--- config.mk ---
export PLATFORM = sky130hd
export DESIGN_NAME = supply_and_shock_monitor_unit
export DESIGN_NICKNAME = d
export VERILOG_FILES = /design/src/hdl/ssm_pkg.sv /design/src/hdl/ssm_mul.sv /design/src/hdl/ssm_shock.sv /design/src/hdl/supply_and_shock_monitor_unit.sv
export SDC_FILE = /design/constraint.sdc
export NUM_CORES = 2
export LEC_CHECK = 0
export ABC_AREA = 1
export ABC_CLOCK_PERIOD_IN_PS = 13550
export BUFFER_PORTS_ARGS = -buffer_cell sky130_fd_sc_hd__buf_2
export CORE_MARGIN = 3
export CORE_UTILIZATION = 45
export CTS_CLUSTER_DIAMETER = 200
export DETAILED_ROUTE_END_ITERATION = 10
export HOLD_SLACK_MARGIN = 0.05
export PLACE_DENSITY = 0.6
export SYNTH_ARGS = -nofsm -noshare
export SYNTH_HDL_FRONTEND = slang
export SYNTH_SLANG_ARGS = --single-unit
--- constraint.sdc ---
create_clock -name i_clk -period 13.55 [get_ports i_clk]
set_input_delay 0.6775 -clock i_clk [delete_from_list [all_inputs] [get_ports i_clk]]
set_output_delay 0.6775 -clock i_clk [all_outputs]
set_load 0.05 [all_outputs]
--- src/hdl/ssm_pkg.sv ---
// ============================================================================
// Supply and shock monitor package
// Shared types, widths and constants for the supply and shock monitor.
// ============================================================================
package ssm_pkg;

    // Field widths
    localparam int SAMPLE_W = 12;
    localparam int LEVEL_W  = 13;
    localparam int LIMIT_W  = 16;
    localparam int TIME_W   = 32;
    localparam int CFG_IDX_W = 3;

    // Shared multiplier and magnitude datapath widths
    localparam int MUL_W    = 24;
    localparam int PROD_W   = 2 * MUL_W;
    localparam int SUM_W    = 24;
    localparam int ROOT_W   = 12;
    localparam int BIT_IDX_W = 4;

    // Axis midscale and gain of 1.709 as 1709/1000
    localparam logic [SAMPLE_W-1:0] AXIS_MID = 12'd2048;
    localparam logic [MUL_W-1:0]    GAIN_NUM = 24'd1709;
    // Division by 1000 as a multiply by ceil(2^33/1000) and a shift by 33;
    // exact for every product below 2^23.
    localparam logic [MUL_W-1:0]    RECIP_K  = 24'd8589935;
    localparam int                  RECIP_SHIFT = 33;
    localparam int                  GAIN_PROD_W = 23;

    // Configuration register indexes
    localparam logic [CFG_IDX_W-1:0] CFG_BATTERY_EN    = 3'd0;
    localparam logic [CFG_IDX_W-1:0] CFG_SHOCK_EN      = 3'd1;
    localparam logic [CFG_IDX_W-1:0] CFG_RAIL_EN       = 3'd2;
    localparam logic [CFG_IDX_W-1:0] CFG_BATTERY_LIMIT = 3'd3;
    localparam logic [CFG_IDX_W-1:0] CFG_SHOCK_LIMIT   = 3'd4;
    localparam logic [CFG_IDX_W-1:0] CFG_RAIL_LIMIT    = 3'd5;

    // Commands
    localparam logic CMD_PROCESS = 1'b0;
    localparam logic CMD_CLEAR   = 1'b1;

    // Request to the magnitude sequencer
    typedef struct packed {
        logic                start;
        logic [SAMPLE_W-1:0] ax;
        logic [SAMPLE_W-1:0] ay;
        logic [SAMPLE_W-1:0] az;
    } t_shock_req;

    // Response from the magnitude sequencer
    typedef struct packed {
        logic               busy;
        logic               done;
        logic [LEVEL_W-1:0] level;
    } t_shock_rsp;

endpackage

--- src/hdl/ssm_mul.sv ---
// ============================================================================
// Shared multiplier
// Unsigned multiplier with a registered product, time-shared by the
// magnitude sequencer for squares, root trials and gain scaling.
// ============================================================================
module ssm_mul (
    input  logic                         i_clk,
    input  logic [ssm_pkg::MUL_W-1:0]    i_a,
    input  logic [ssm_pkg::MUL_W-1:0]    i_b,
    output logic [ssm_pkg::PROD_W-1:0]   o_prod
);

    logic [ssm_pkg::PROD_W-1:0] r_prod;

    // Product register, no reset needed for payload.
    always_ff @(posedge i_clk) begin
        r_prod <= ssm_pkg::PROD_W'(i_a) * ssm_pkg::PROD_W'(i_b);
    end

    assign o_prod = r_prod;

endmodule

--- src/hdl/ssm_shock.sv ---
// ============================================================================
// Shock magnitude sequencer
// Computes floor(isqrt(dx^2 + dy^2 + dz^2) * 1709 / 1000) with one shared
// multiplier: three squares, a 12-bit trial square root, then gain scaling.
// ============================================================================
module ssm_shock (
    input  logic                i_clk,
    input  logic                i_rst_n,
    input  ssm_pkg::t_shock_req i_req,
    output ssm_pkg::t_shock_rsp o_rsp
);

    typedef enum logic [3:0] {
        S_IDLE,
        S_SQX,
        S_SQY,
        S_SQZ,
        S_SUM,
        S_RMUL,
        S_RCMP,
        S_GAIN,
        S_RECIP,
        S_DONE
    } t_state;

    t_state                              r_state;
    logic [ssm_pkg::SAMPLE_W-1:0]        r_dx, r_dy, r_dz;
    logic [ssm_pkg::SUM_W-1:0]           r_acc;
    logic [ssm_pkg::ROOT_W-1:0]          r_root;
    logic [ssm_pkg::BIT_IDX_W-1:0]       r_bit;

    logic [ssm_pkg::MUL_W-1:0]           w_a, w_b;
    logic [ssm_pkg::PROD_W-1:0]          w_prod;
    logic [ssm_pkg::ROOT_W-1:0]          w_trial;

    // Distance of one axis reading from midscale.
    function automatic logic [ssm_pkg::SAMPLE_W-1:0] axis_dist(
        input logic [ssm_pkg::SAMPLE_W-1:0] a
    );
        if (a >= ssm_pkg::AXIS_MID) begin
            return a - ssm_pkg::AXIS_MID;
        end else begin
            return ssm_pkg::AXIS_MID - a;
        end
    endfunction

    // Current root candidate with the bit under test set.
    assign w_trial = r_root | (ssm_pkg::ROOT_W'(1) << r_bit);

    // Operand selection for the shared multiplier.
    always_comb begin
        case (r_state)
            S_SQX: begin
                w_a = ssm_pkg::MUL_W'(r_dx);
                w_b = ssm_pkg::MUL_W'(r_dx);
            end
            S_SQY: begin
                w_a = ssm_pkg::MUL_W'(r_dy);
                w_b = ssm_pkg::MUL_W'(r_dy);
            end
            S_SQZ: begin
                w_a = ssm_pkg::MUL_W'(r_dz);
                w_b = ssm_pkg::MUL_W'(r_dz);
            end
            S_RMUL: begin
                w_a = ssm_pkg::MUL_W'(w_trial);
                w_b = ssm_pkg::MUL_W'(w_trial);
            end
            S_GAIN: begin
                w_a = ssm_pkg::MUL_W'(r_root);
                w_b = ssm_pkg::GAIN_NUM;
            end
            S_RECIP: begin
                w_a = ssm_pkg::MUL_W'(w_prod[ssm_pkg::GAIN_PROD_W-1:0]);
                w_b = ssm_pkg::RECIP_K;
            end
            default: begin
                w_a = '0;
                w_b = '0;
            end
        endcase
    end

    ssm_mul u_mul (
        .i_clk  (i_clk),
        .i_a    (w_a),
        .i_b    (w_b),
        .o_prod (w_prod)
    );

    // Sequencer: squares, sum, trial root bits, gain and reciprocal scaling.
    always_ff @(posedge i_clk) begin
        if (!i_rst_n) begin
            r_state <= S_IDLE;
            r_root  <= '0;
            r_bit   <= '0;
            r_acc   <= '0;
        end else begin
            case (r_state)
                S_IDLE: begin
                    if (i_req.start) begin
                        r_dx    <= axis_dist(i_req.ax);
                        r_dy    <= axis_dist(i_req.ay);
                        r_dz    <= axis_dist(i_req.az);
                        r_state <= S_SQX;
                    end
                end
                S_SQX: begin
                    r_state <= S_SQY;
                end
                S_SQY: begin
                    r_acc   <= w_prod[ssm_pkg::SUM_W-1:0];
                    r_state <= S_SQZ;
                end
                S_SQZ: begin
                    r_acc   <= r_acc + w_prod[ssm_pkg::SUM_W-1:0];
                    r_state <= S_SUM;
                end
                S_SUM: begin
                    r_acc   <= r_acc + w_prod[ssm_pkg::SUM_W-1:0];
                    r_root  <= '0;
                    r_bit   <= ssm_pkg::BIT_IDX_W'(ssm_pkg::ROOT_W - 1);
                    r_state <= S_RMUL;
                end
                S_RMUL: begin
                    r_state <= S_RCMP;
                end
                S_RCMP: begin
                    // Keep the bit when the trial square does not exceed the sum.
                    if (w_prod <= ssm_pkg::PROD_W'(r_acc)) begin
                        r_root <= w_trial;
                    end
                    if (r_bit == '0) begin
                        r_state <= S_GAIN;
                    end else begin
                        r_bit   <= r_bit - 1'b1;
                        r_state <= S_RMUL;
                    end
                end
                S_GAIN: begin
                    r_state <= S_RECIP;
                end
                S_RECIP: begin
                    r_state <= S_DONE;
                end
                S_DONE: begin
                    r_state <= S_IDLE;
                end
                default: begin
                    r_state <= S_IDLE;
                end
            endcase
        end
    end

    assign o_rsp.busy  = (r_state != S_IDLE);
    assign o_rsp.done  = (r_state == S_DONE);
    assign o_rsp.level = w_prod[ssm_pkg::RECIP_SHIFT +: ssm_pkg::LEVEL_W];

`ifndef SYNTHESIS
    // A root bit index never leaves the 12-bit range.
    a_bit_range: assert property (@(posedge i_clk) disable iff (!i_rst_n)
        (r_state == S_RMUL || r_state == S_RCMP) |-> (r_bit < ssm_pkg::ROOT_W))
        else $error("root bit index out of range");

    // The magnitude result never exceeds its largest value.
    a_level_max: assert property (@(posedge i_clk) disable iff (!i_rst_n)
        (r_state == S_DONE) |-> (o_rsp.level <= 13'd6061))
        else $error("shock level above maximum");

    // Done follows the reciprocal step.
    a_done_order: assert property (@(posedge i_clk) disable iff (!i_rst_n)
        (r_state == S_DONE) |-> $past(r_state == S_RECIP))
        else $error("done without scaling step");
`endif

endmodule

--- src/hdl/supply_and_shock_monitor_unit.sv ---
// ============================================================================
// Supply and shock monitor unit
// Stores battery and rail readings with low-limit flags, computes a scaled
// shock magnitude and latches the time of the first event on each channel.
// ============================================================================
// One transaction in gives one transaction out. A clear command, or a sample
// set with the shock channel disabled, goes from acceptance straight to the
// finish step, and the next transaction can be accepted once the unit is idle
// again. With the shock channel enabled the result waits for the magnitude
// sequencer on one shared 24x24 multiplier: a start pulse, the three squares
// and their sum, twelve square-root trial bits with a multiply and a compare
// step each, two scaling multiplies and a done step, then the finish step.
// The input side is ready only while no item is in work, so the unit takes
// no new item before the last one is finished. A finished item waits in the
// finish step until the previous result is taken, so an output stall holds
// back the next acceptance.
module supply_and_shock_monitor_unit (
    input  logic                              i_clk,
    input  logic                              i_rst_n,
    // Configuration write port
    input  logic                              i_cfg_we,
    input  logic [ssm_pkg::CFG_IDX_W-1:0]     i_cfg_idx,
    input  logic [ssm_pkg::LIMIT_W-1:0]       i_cfg_data,
    // Input channel
    input  logic                              i_in_valid,
    output logic                              o_in_ready,
    input  logic                              i_command,
    input  logic [ssm_pkg::SAMPLE_W-1:0]      i_battery_sample,
    input  logic [ssm_pkg::SAMPLE_W-1:0]      i_accel_x,
    input  logic [ssm_pkg::SAMPLE_W-1:0]      i_accel_y,
    input  logic [ssm_pkg::SAMPLE_W-1:0]      i_accel_z,
    input  logic [ssm_pkg::SAMPLE_W-1:0]      i_rail_sample,
    input  logic [ssm_pkg::TIME_W-1:0]        i_timestamp,
    // Output channel
    output logic                              o_out_valid,
    input  logic                              i_out_ready,
    output logic [ssm_pkg::SAMPLE_W-1:0]      o_battery_level,
    output logic [ssm_pkg::LEVEL_W-1:0]       o_shock_level,
    output logic [ssm_pkg::SAMPLE_W-1:0]      o_rail_level,
    output logic                              o_battery_ok,
    output logic                              o_rail_ok,
    output logic [ssm_pkg::TIME_W-1:0]        o_battery_event_time,
    output logic [ssm_pkg::TIME_W-1:0]        o_shock_event_time,
    output logic [ssm_pkg::TIME_W-1:0]        o_rail_event_time,
    output logic                              o_new_event
);

    typedef enum logic [1:0] {
        T_IDLE,
        T_BUSY,
        T_FIN
    } t_state;

    t_state                          r_state;

    // Configuration registers
    logic                            r_battery_en, r_shock_en, r_rail_en;
    logic [ssm_pkg::SAMPLE_W-1:0]    r_battery_limit, r_rail_limit;
    logic [ssm_pkg::LIMIT_W-1:0]     r_shock_limit;

    // Captured transaction
    logic                            r_cmd;
    logic [ssm_pkg::SAMPLE_W-1:0]    r_bat, r_rail, r_ax, r_ay, r_az;
    logic [ssm_pkg::TIME_W-1:0]      r_ts;
    logic [ssm_pkg::LEVEL_W-1:0]     r_shock_calc;
    logic                            r_start;

    // Monitor state, presented directly as the result
    logic                            r_out_valid;
    logic [ssm_pkg::SAMPLE_W-1:0]    r_stored_battery, r_stored_rail;
    logic [ssm_pkg::LEVEL_W-1:0]     r_stored_shock;
    logic                            r_battery_good, r_rail_good;
    logic [ssm_pkg::TIME_W-1:0]      r_time_battery, r_time_shock, r_time_rail;
    logic                            r_new_event;

    ssm_pkg::t_shock_req             w_req;
    ssm_pkg::t_shock_rsp             w_rsp;

    logic                            w_out_free;
    logic                            w_finish;
    logic                            w_bat_low, w_rail_low, w_shock_hit;
    logic                            w_latch_bat, w_latch_shock, w_latch_rail;

    // Magnitude sequencer
    assign w_req.start = r_start;
    assign w_req.ax    = r_ax;
    assign w_req.ay    = r_ay;
    assign w_req.az    = r_az;

    ssm_shock u_shock (
        .i_clk   (i_clk),
        .i_rst_n (i_rst_n),
        .i_req   (w_req),
        .o_rsp   (w_rsp)
    );

    // Event decisions for the item being finished
    assign w_out_free    = !r_out_valid || i_out_ready;
    assign w_finish      = (r_state == T_FIN) && w_out_free;
    assign w_bat_low     = (r_bat < r_battery_limit);
    assign w_rail_low    = (r_rail < r_rail_limit);
    assign w_shock_hit   = (ssm_pkg::LIMIT_W'(r_shock_calc) > r_shock_limit);
    assign w_latch_bat   = r_battery_en && w_bat_low && (r_time_battery == '0);
    assign w_latch_shock = r_shock_en && w_shock_hit && (r_time_shock == '0);
    assign w_latch_rail  = r_rail_en && w_rail_low && (r_time_rail == '0);

    // Configuration writes
    always_ff @(posedge i_clk) begin
        if (!i_rst_n) begin
            r_battery_en    <= 1'b0;
            r_shock_en      <= 1'b0;
            r_rail_en       <= 1'b0;
            r_battery_limit <= '0;
            r_shock_limit   <= '0;
            r_rail_limit    <= '0;
        end else if (i_cfg_we) begin
            case (i_cfg_idx)
                ssm_pkg::CFG_BATTERY_EN:    r_battery_en    <= i_cfg_data[0];
                ssm_pkg::CFG_SHOCK_EN:      r_shock_en      <= i_cfg_data[0];
                ssm_pkg::CFG_RAIL_EN:       r_rail_en       <= i_cfg_data[0];
                ssm_pkg::CFG_BATTERY_LIMIT: r_battery_limit <= i_cfg_data[ssm_pkg::SAMPLE_W-1:0];
                ssm_pkg::CFG_SHOCK_LIMIT:   r_shock_limit   <= i_cfg_data;
                ssm_pkg::CFG_RAIL_LIMIT:    r_rail_limit    <= i_cfg_data[ssm_pkg::SAMPLE_W-1:0];
                default: begin
                end
            endcase
        end
    end

    // Control FSM with the monitor state and result registers
    always_ff @(posedge i_clk) begin
        if (!i_rst_n) begin
            r_state          <= T_IDLE;
            r_start          <= 1'b0;
            r_out_valid      <= 1'b0;
            r_stored_battery <= '0;
            r_stored_shock   <= '0;
            r_stored_rail    <= '0;
            r_battery_good   <= 1'b0;
            r_rail_good      <= 1'b0;
            r_time_battery   <= '0;
            r_time_shock     <= '0;
            r_time_rail      <= '0;
            r_new_event      <= 1'b0;
        end else begin
            r_start <= 1'b0;
            // The result register fills when an item finishes and empties when taken.
            if (w_finish) begin
                r_out_valid <= 1'b1;
            end else if (r_out_valid && i_out_ready) begin
                r_out_valid <= 1'b0;
            end
            case (r_state)
                T_IDLE: begin
                    if (i_in_valid) begin
                        r_cmd  <= i_command;
                        r_bat  <= i_battery_sample;
                        r_rail <= i_rail_sample;
                        r_ax   <= i_accel_x;
                        r_ay   <= i_accel_y;
                        r_az   <= i_accel_z;
                        r_ts   <= i_timestamp;
                        if (i_command == ssm_pkg::CMD_PROCESS && r_shock_en) begin
                            r_start <= 1'b1;
                            r_state <= T_BUSY;
                        end else begin
                            r_state <= T_FIN;
                        end
                    end
                end
                T_BUSY: begin
                    if (w_rsp.done) begin
                        r_shock_calc <= w_rsp.level;
                        r_state      <= T_FIN;
                    end
                end
                T_FIN: begin
                    // Update the state once the previous result is taken.
                    if (w_out_free) begin
                        r_state     <= T_IDLE;
                        if (r_cmd == ssm_pkg::CMD_CLEAR) begin
                            r_time_battery <= '0;
                            r_time_shock   <= '0;
                            r_time_rail    <= '0;
                            r_new_event    <= 1'b0;
                        end else begin
                            if (r_battery_en) begin
                                r_stored_battery <= r_bat;
                                r_battery_good   <= !w_bat_low;
                            end
                            if (r_shock_en) begin
                                r_stored_shock <= r_shock_calc;
                            end
                            if (r_rail_en) begin
                                r_stored_rail <= r_rail;
                                r_rail_good   <= !w_rail_low;
                            end
                            if (w_latch_bat) begin
                                r_time_battery <= r_ts;
                            end
                            if (w_latch_shock) begin
                                r_time_shock <= r_ts;
                            end
                            if (w_latch_rail) begin
                                r_time_rail <= r_ts;
                            end
                            r_new_event <= w_latch_bat || w_latch_shock || w_latch_rail;
                        end
                    end
                end
                default: begin
                    r_state <= T_IDLE;
                end
            endcase
        end
    end

    assign o_in_ready           = (r_state == T_IDLE);
    assign o_out_valid          = r_out_valid;
    assign o_battery_level      = r_stored_battery;
    assign o_shock_level        = r_stored_shock;
    assign o_rail_level         = r_stored_rail;
    assign o_battery_ok         = r_battery_good;
    assign o_rail_ok            = r_rail_good;
    assign o_battery_event_time = r_time_battery;
    assign o_shock_event_time   = r_time_shock;
    assign o_rail_event_time    = r_time_rail;
    assign o_new_event          = r_new_event;

`ifndef SYNTHESIS
    // The sequencer only reports completion while an item waits for it.
    a_done_in_busy: assert property (@(posedge i_clk) disable iff (!i_rst_n)
        w_rsp.done |-> (r_state == T_BUSY))
        else $error("magnitude done outside busy state");

    // A new result appears only when an item is finished.
    a_valid_from_fin: assert property (@(posedge i_clk) disable iff (!i_rst_n)
        $rose(o_out_valid) |-> $past(r_state == T_FIN))
        else $error("result raised without finishing an item");

    // A latched battery time holds across any process transaction.
    a_slot_holds: assert property (@(posedge i_clk) disable iff (!i_rst_n)
        (r_state == T_FIN && w_out_free && r_cmd == ssm_pkg::CMD_PROCESS
         && r_time_battery != '0) |=> $stable(r_time_battery))
        else $error("latched battery time overwritten");

    // The input side is never ready while the sequencer runs.
    a_no_accept_busy: assert property (@(posedge i_clk) disable iff (!i_rst_n)
        w_rsp.busy |-> !o_in_ready)
        else $error("ready while magnitude sequencer is busy");
`endif

endmodule

# == Word level (Yosys, flattened, before mapping) ==
# Index checks and enable logic that the tools add are counted.
# totals
register_bits,417
in_bits,117
output_inout_bits,138
word_cells,152
# op_classes
add_sub_neg,8
mul,1
n_lt_le_gt_ge,7
eq_ne,22
shifts,1
muxes,28
bitwise,3
n_reduce_logical,48
# op_table
operator,count
32-bit 2-to-1 mux,6
24-bit case mux with 6 select lines,1
23-bit case mux with 6 select lines,1
32-bit logical NOT,3
48-bit by 24-bit less-or-equal comparator with 1-bit output,1
12-bit 2-to-1 mux,4
24-bit case mux with 2 select lines,1
23-bit by 24-bit multiplier with 47-bit output,1
12-bit greater-or-equal comparator (second input constant),3
4-bit case mux with 9 select lines,1
12-bit subtractor (first input constant),3
12-bit subtractor (second input constant),3
24-bit adder,1
12-bit < comparator,2
12-bit case mux with 2 select lines,1
3-bit AND reduction,7
2-bit AND reduction,9
4-bit by 3-bit equality test with 1-bit output (second input constant),4
13-bit by 16-bit > comparator with 1-bit output,1
12-bit OR,1
4-bit AND reduction,3
2-bit nonzero test,6
1-bit by 4-bit << shifter with 12-bit output (first input constant),1
2-bit 2-to-1 mux,5
other kinds (23),49

# == Depth between registers and ports, before layout ==
# logic_depth
ltp_word,6
ltp_mapped,38
mapped_depth_nobuf,37

# == By module ==
# A second synthesis with hierarchy kept.
# unflattened
cells_unflattened,5219
area_unflattened_um2,39948.3
# by_module_without_submodules
mod,n_inst,cells_per_inst,area_each_um2,seq_area_each_um2
ssm_mul,1,2928,21539.4,960.9
supply_and_shock_monitor_unit,1,1321,11606.1,6846.6
ssm_shock,1,970,6802.8,1961.9

# == Worst setup path after synthesis ==
# OpenSTA, ideal clock, no wires.
# synth_timing
path_kind,input -> register
startpoint,in i_rst_n
endpoint,reg r_ax[0] (netlist bit) (enable)
setup_ns,0.774
arrival_ns,9.700
t_required_ns,12.776
path_slack_ns,3.076
path_stages,3
n_path_buf,1
cell_sequence,inv_2 -> clkbuf_1 -> nor4_1
# synth_via
elab_chain_len,1
# synth_lines
element,line_no,rtl
"start, declared",supply_and_shock_monitor_unit.sv:19,"input logic i_rst_n,"
3-bit AND reduction (no source line),--,
"end signal, assigned",supply_and_shock_monitor_unit.sv:159,r_ax <= i_accel_x;
"end, declared",supply_and_shock_monitor_unit.sv:63,"logic [ssm_pkg::SAMPLE_W-1:0] r_bat, r_rail, r_ax, r_ay, r_az;"
# No other way between the ends.
# A chain may end at the register's enable or synchronous reset.

# == Final worst setup path ==
# layout_timing
startpoint,reg u_shock.r_state[0]
endpoint,reg u_shock.u_mul.r_prod (netlist bit u_shock.u_mul.o_prod[29])
# layout_via
elab_chain_len,3
elab_cells_between_ends,9
classes_between,mul (1); eq/ne (6); mux (2)
# layout_lines
element,line_no,rtl
"start, declared",ssm_shock.sv:26,t_state r_state;
"start signal, assigned",ssm_shock.sv:94,r_state <= S_IDLE;
"start signal, assigned",ssm_shock.sv:105,r_state <= S_SQX;
"start signal, assigned",ssm_shock.sv:109,r_state <= S_SQY;
4-bit equality test (tied with other cells),ssm_shock.sv:52,case (r_state)
23-bit case mux with 6 select lines / 24-bit case mux with 6 select lines (equally long branches),ssm_shock.sv:52,
23-bit by 24-bit multiplier with 47-bit output (*),ssm_mul.sv:17,r_prod <= ssm_pkg::PROD_W'(i_a) * ssm_pkg::PROD_W'(i_b);
"end signal, assigned",ssm_mul.sv:17,
"end, declared",ssm_mul.sv:13,logic [ssm_pkg::PROD_W-1:0] r_prod;
# Mark *: on every way between the ends. The rest lies on a longest branch, timed or not.

==> flow_metrics.tcl <==
set metrics [dict create \
    final_core_utilization_pct 51.2 \
    min_period_ns 8.17 \
    rsz0062_at_grt "no" \
    final_cell_mix "inv_1 (791), nand2_1 (602), nor2_1 (440)" \
    finalHoldViolCount 0 \
    die_x_um 273 \
    cts_buffer_depth 3 \
    cts-root-buf "clkbuf_16" \
    fin_setup_tns_ns 0 \
    synth_top_flop_cell "dfxtp_1" \
    ios 255 \
    portBuffers 254 \
    yosys_warnings 0 \
    vdd_drop_max_v 0.000112 \
    status "finished, final reports clean" \
    die_h_um 273 \
    avgSynthCellArea_um2 8.30 \
    max_slew_margin_pct 29.1 \
    cts.reportedPaths.clkPinSlew_ns 0.06 \
    grt_pass1_vias 24880 \
    synthArstFlopShare_pct 0 \
    max-cap-violations 0 \
    required_ns 14.05 \
    cts_tree "yes" \
    coreArea_um2 70400 \
    max_stage_delay_ns 0.54 \
    postSynthCellCount 3875 \
    placed_cells 5038 \
    crit_top_cell "inv_1" \
    clock_sinks 416 \
    p_leak_nw 18.0 \
    num_rows 97 \
    grtUsageTotal_pct 23.3 \
    cts_buffers 48 \
    nets 4856 \
    arrival_ns 8.67 \
    critPathLaunchType "flip-flop" \
    vias 25617 \
    end_kind "flip-flop" \
    ys_ff_latch 416 \
    postRouteAntennaNets 0 \
    setup_viol 0 \
    drt_iter0_drc 1771 \
    routed_wl_um 87600 \
    wl_per_cell_um 17.1 \
    path_class "reg2reg" \
    drc 0 \
    postCtsHoldBufs 0 \
    grt_max_degree 81 \
    post-dp-hpwl_um 70700 \
    synth_edf_count 142 \
    viasPerCell 4.99 \
    dieArea_um2 74700 \
    maxClockFrequency_ghz 0.122 \
    final_common_cell "inv_1" \
    synth.distinct_cells 60 \
    grt_pass1_wl_um 137000 \
    drt-pass1-iter-count 5 \
    postCtsSetupBuffers 0 \
    grt-ovfl-total 0 \
    cts_htree_levels 2 \
    crit_slowest_cell "nor2_1" \
    drv_slew 0 \
    clkLatencyLatePin_ns 0.58 \
    tightest_slew_ns 1.06 \
    hp-class "in2reg" \
    area_growth_pct 12.0 \
    period_share_pct 60.3 \
    skew_ns 0.0212 \
    ctsResizeCount 0 \
    power.density_nw_per_um2 100 \
    ys_seq_area_share_pct 30.3 \
    gp_congestion 0.924 \
    finalNonFillerCells 5132 \
    start_util_pct 45.7 \
    layout-drive-gt1-share_pct 10.6 \
    cp_max_fo 51 \
    syn_area_um2 32200 \
    antenna_found_initial 5 \
    total_power_mw 3.62 \
]
==> path summary, 6_finish.rpt <==
kind,from,slack [ns],cells past startpoint,end
max,u_shock.r_state[0],5.38,32,u_shock.u_mul.o_prod[29]
min,i_rail_sample[1],0.27,1,r_rail[1]
max reg2reg,u_shock.r_state[0],5.38,32,u_shock.u_mul.o_prod[29]
min reg2reg,u_shock.u_mul.o_prod[40],0.44,0,r_shock_calc[7]
==> kinds of logic (layout without fill, tap and decap cells) <==
logic type                 Yosys count  after routing  synth area share [%]
xor gates and xnor gates            75             75                  2.04
buffers and inverters              920           1179                  11.2
and+or+nand+nor                   1317           1317                  17.4
adders and majority gates          591            591                  29.5
DFF                                416            416                  30.3
AOI/OAI and AO/OA                  554            554                  9.49
other                                2             60                0.0233
==> final cells by class <==
| cell class | count | area (um2) |
|---|---|---|
| Antenna cell | 5 | 12.5 |
| Clock buffer | 62 | 1320 |
| Clock inverter | 27 | 300 |
| Fill cell | 6917 | 34400 |
| Inverter | 827 | 3110 |
| Multi-Input combinational cell | 2592 | 19000 |
| Sequential cell | 416 | 9750 |
| Tap cell | 940 | 1180 |
| Timing Repair Buffer | 263 | 1340 |
==> power breakdown <==
group | internal, mW | switching [mW] | total (mW)
sequential | 1.36 | 0.0476 | 1.41
clock | 0.790 | 0.543 | 1.33
combinational | 0.289 | 0.587 | 0.875
total | 2.44 | 1.18 | 3.62
==> sequential cells by signal (all words and copies together) (netlist names), 13 cells and up <==
name	flops
o_battery_event_time	32
o_rail_event_time	32
r_ts	32
u_shock.r_acc	24
r_shock_calc	13
r_shock_limit	16
o_shock_event_time	32
o_shock_level	13
u_shock.u_mul.o_prod	47
==> worst max-delay path, delay by kind of cell (launching register included) <==
kind	cells	cell delay (ns)
adder cells (fa/ha/maj)	8	3.93
AND/OR/NAND/NOR	10	2.13
buffers and inverters	11	1.00
AO/OA/AOI/OAI	2	0.53
flip-flops	1	0.36
XOR/XNOR	1	0.12
==> per-layer routing <==
layer / up-vias / wire length (um) / track usage (%)
li1: 12627 / - / -
met1: 12197 / 39800 / 32.5
met2: 679 / 40600 / 38.1
met3: 114 / 4970 / 3.04
met4: 0 / 2290 / 6.18
met5: - / 0 / 0
==> per-stage QoR <==
step	area, um2	setup WS [ns]	hold slack, ns
detailed placement	34400	5.49	0.422
finish	36000	5.38	0.270
global route	36000	4.87	0.246
CTS	36000	5.39	0.235
floorplan	32400	3.08	0.409
global placement	34400	5.62	0.420
==> cells in the mapped netlist, drive strengths merged (2+ instances only) <==
cell,instances,share of area (%)
o21a,6,0.14
nand4,21,0.41
or2,9,0.18
inv,825,9.6
o31ai,2,0.047
clkinv,2,0.027
nor2,466,5.9
dfxtp,274,17
a221oi,8,0.28
a21oi,243,3.8
nor3b,3,0.070
o22ai,4,0.078
xor2,59,1.6
xnor2,16,0.44
o21bai,12,0.28
nor4,17,0.33
nand3,141,2.2
o211ai,3,0.070
a32o,2,0.062
fa,281,17
o221ai,2,0.074
a22o,14,0.38
ha,310,12
edfxtp,142,13
conb,2,0.023
a31o,2,0.054
a21o,13,0.30
nand2,613,7.3
o21ai,217,3.4
clkbuf,53,0.63
nand3b,2,0.047
buf,40,0.95
nor3,40,0.83
a21boi,5,0.13
and3,2,0.039
a31oi,19,0.37
(Power assumes the default switching activity.)
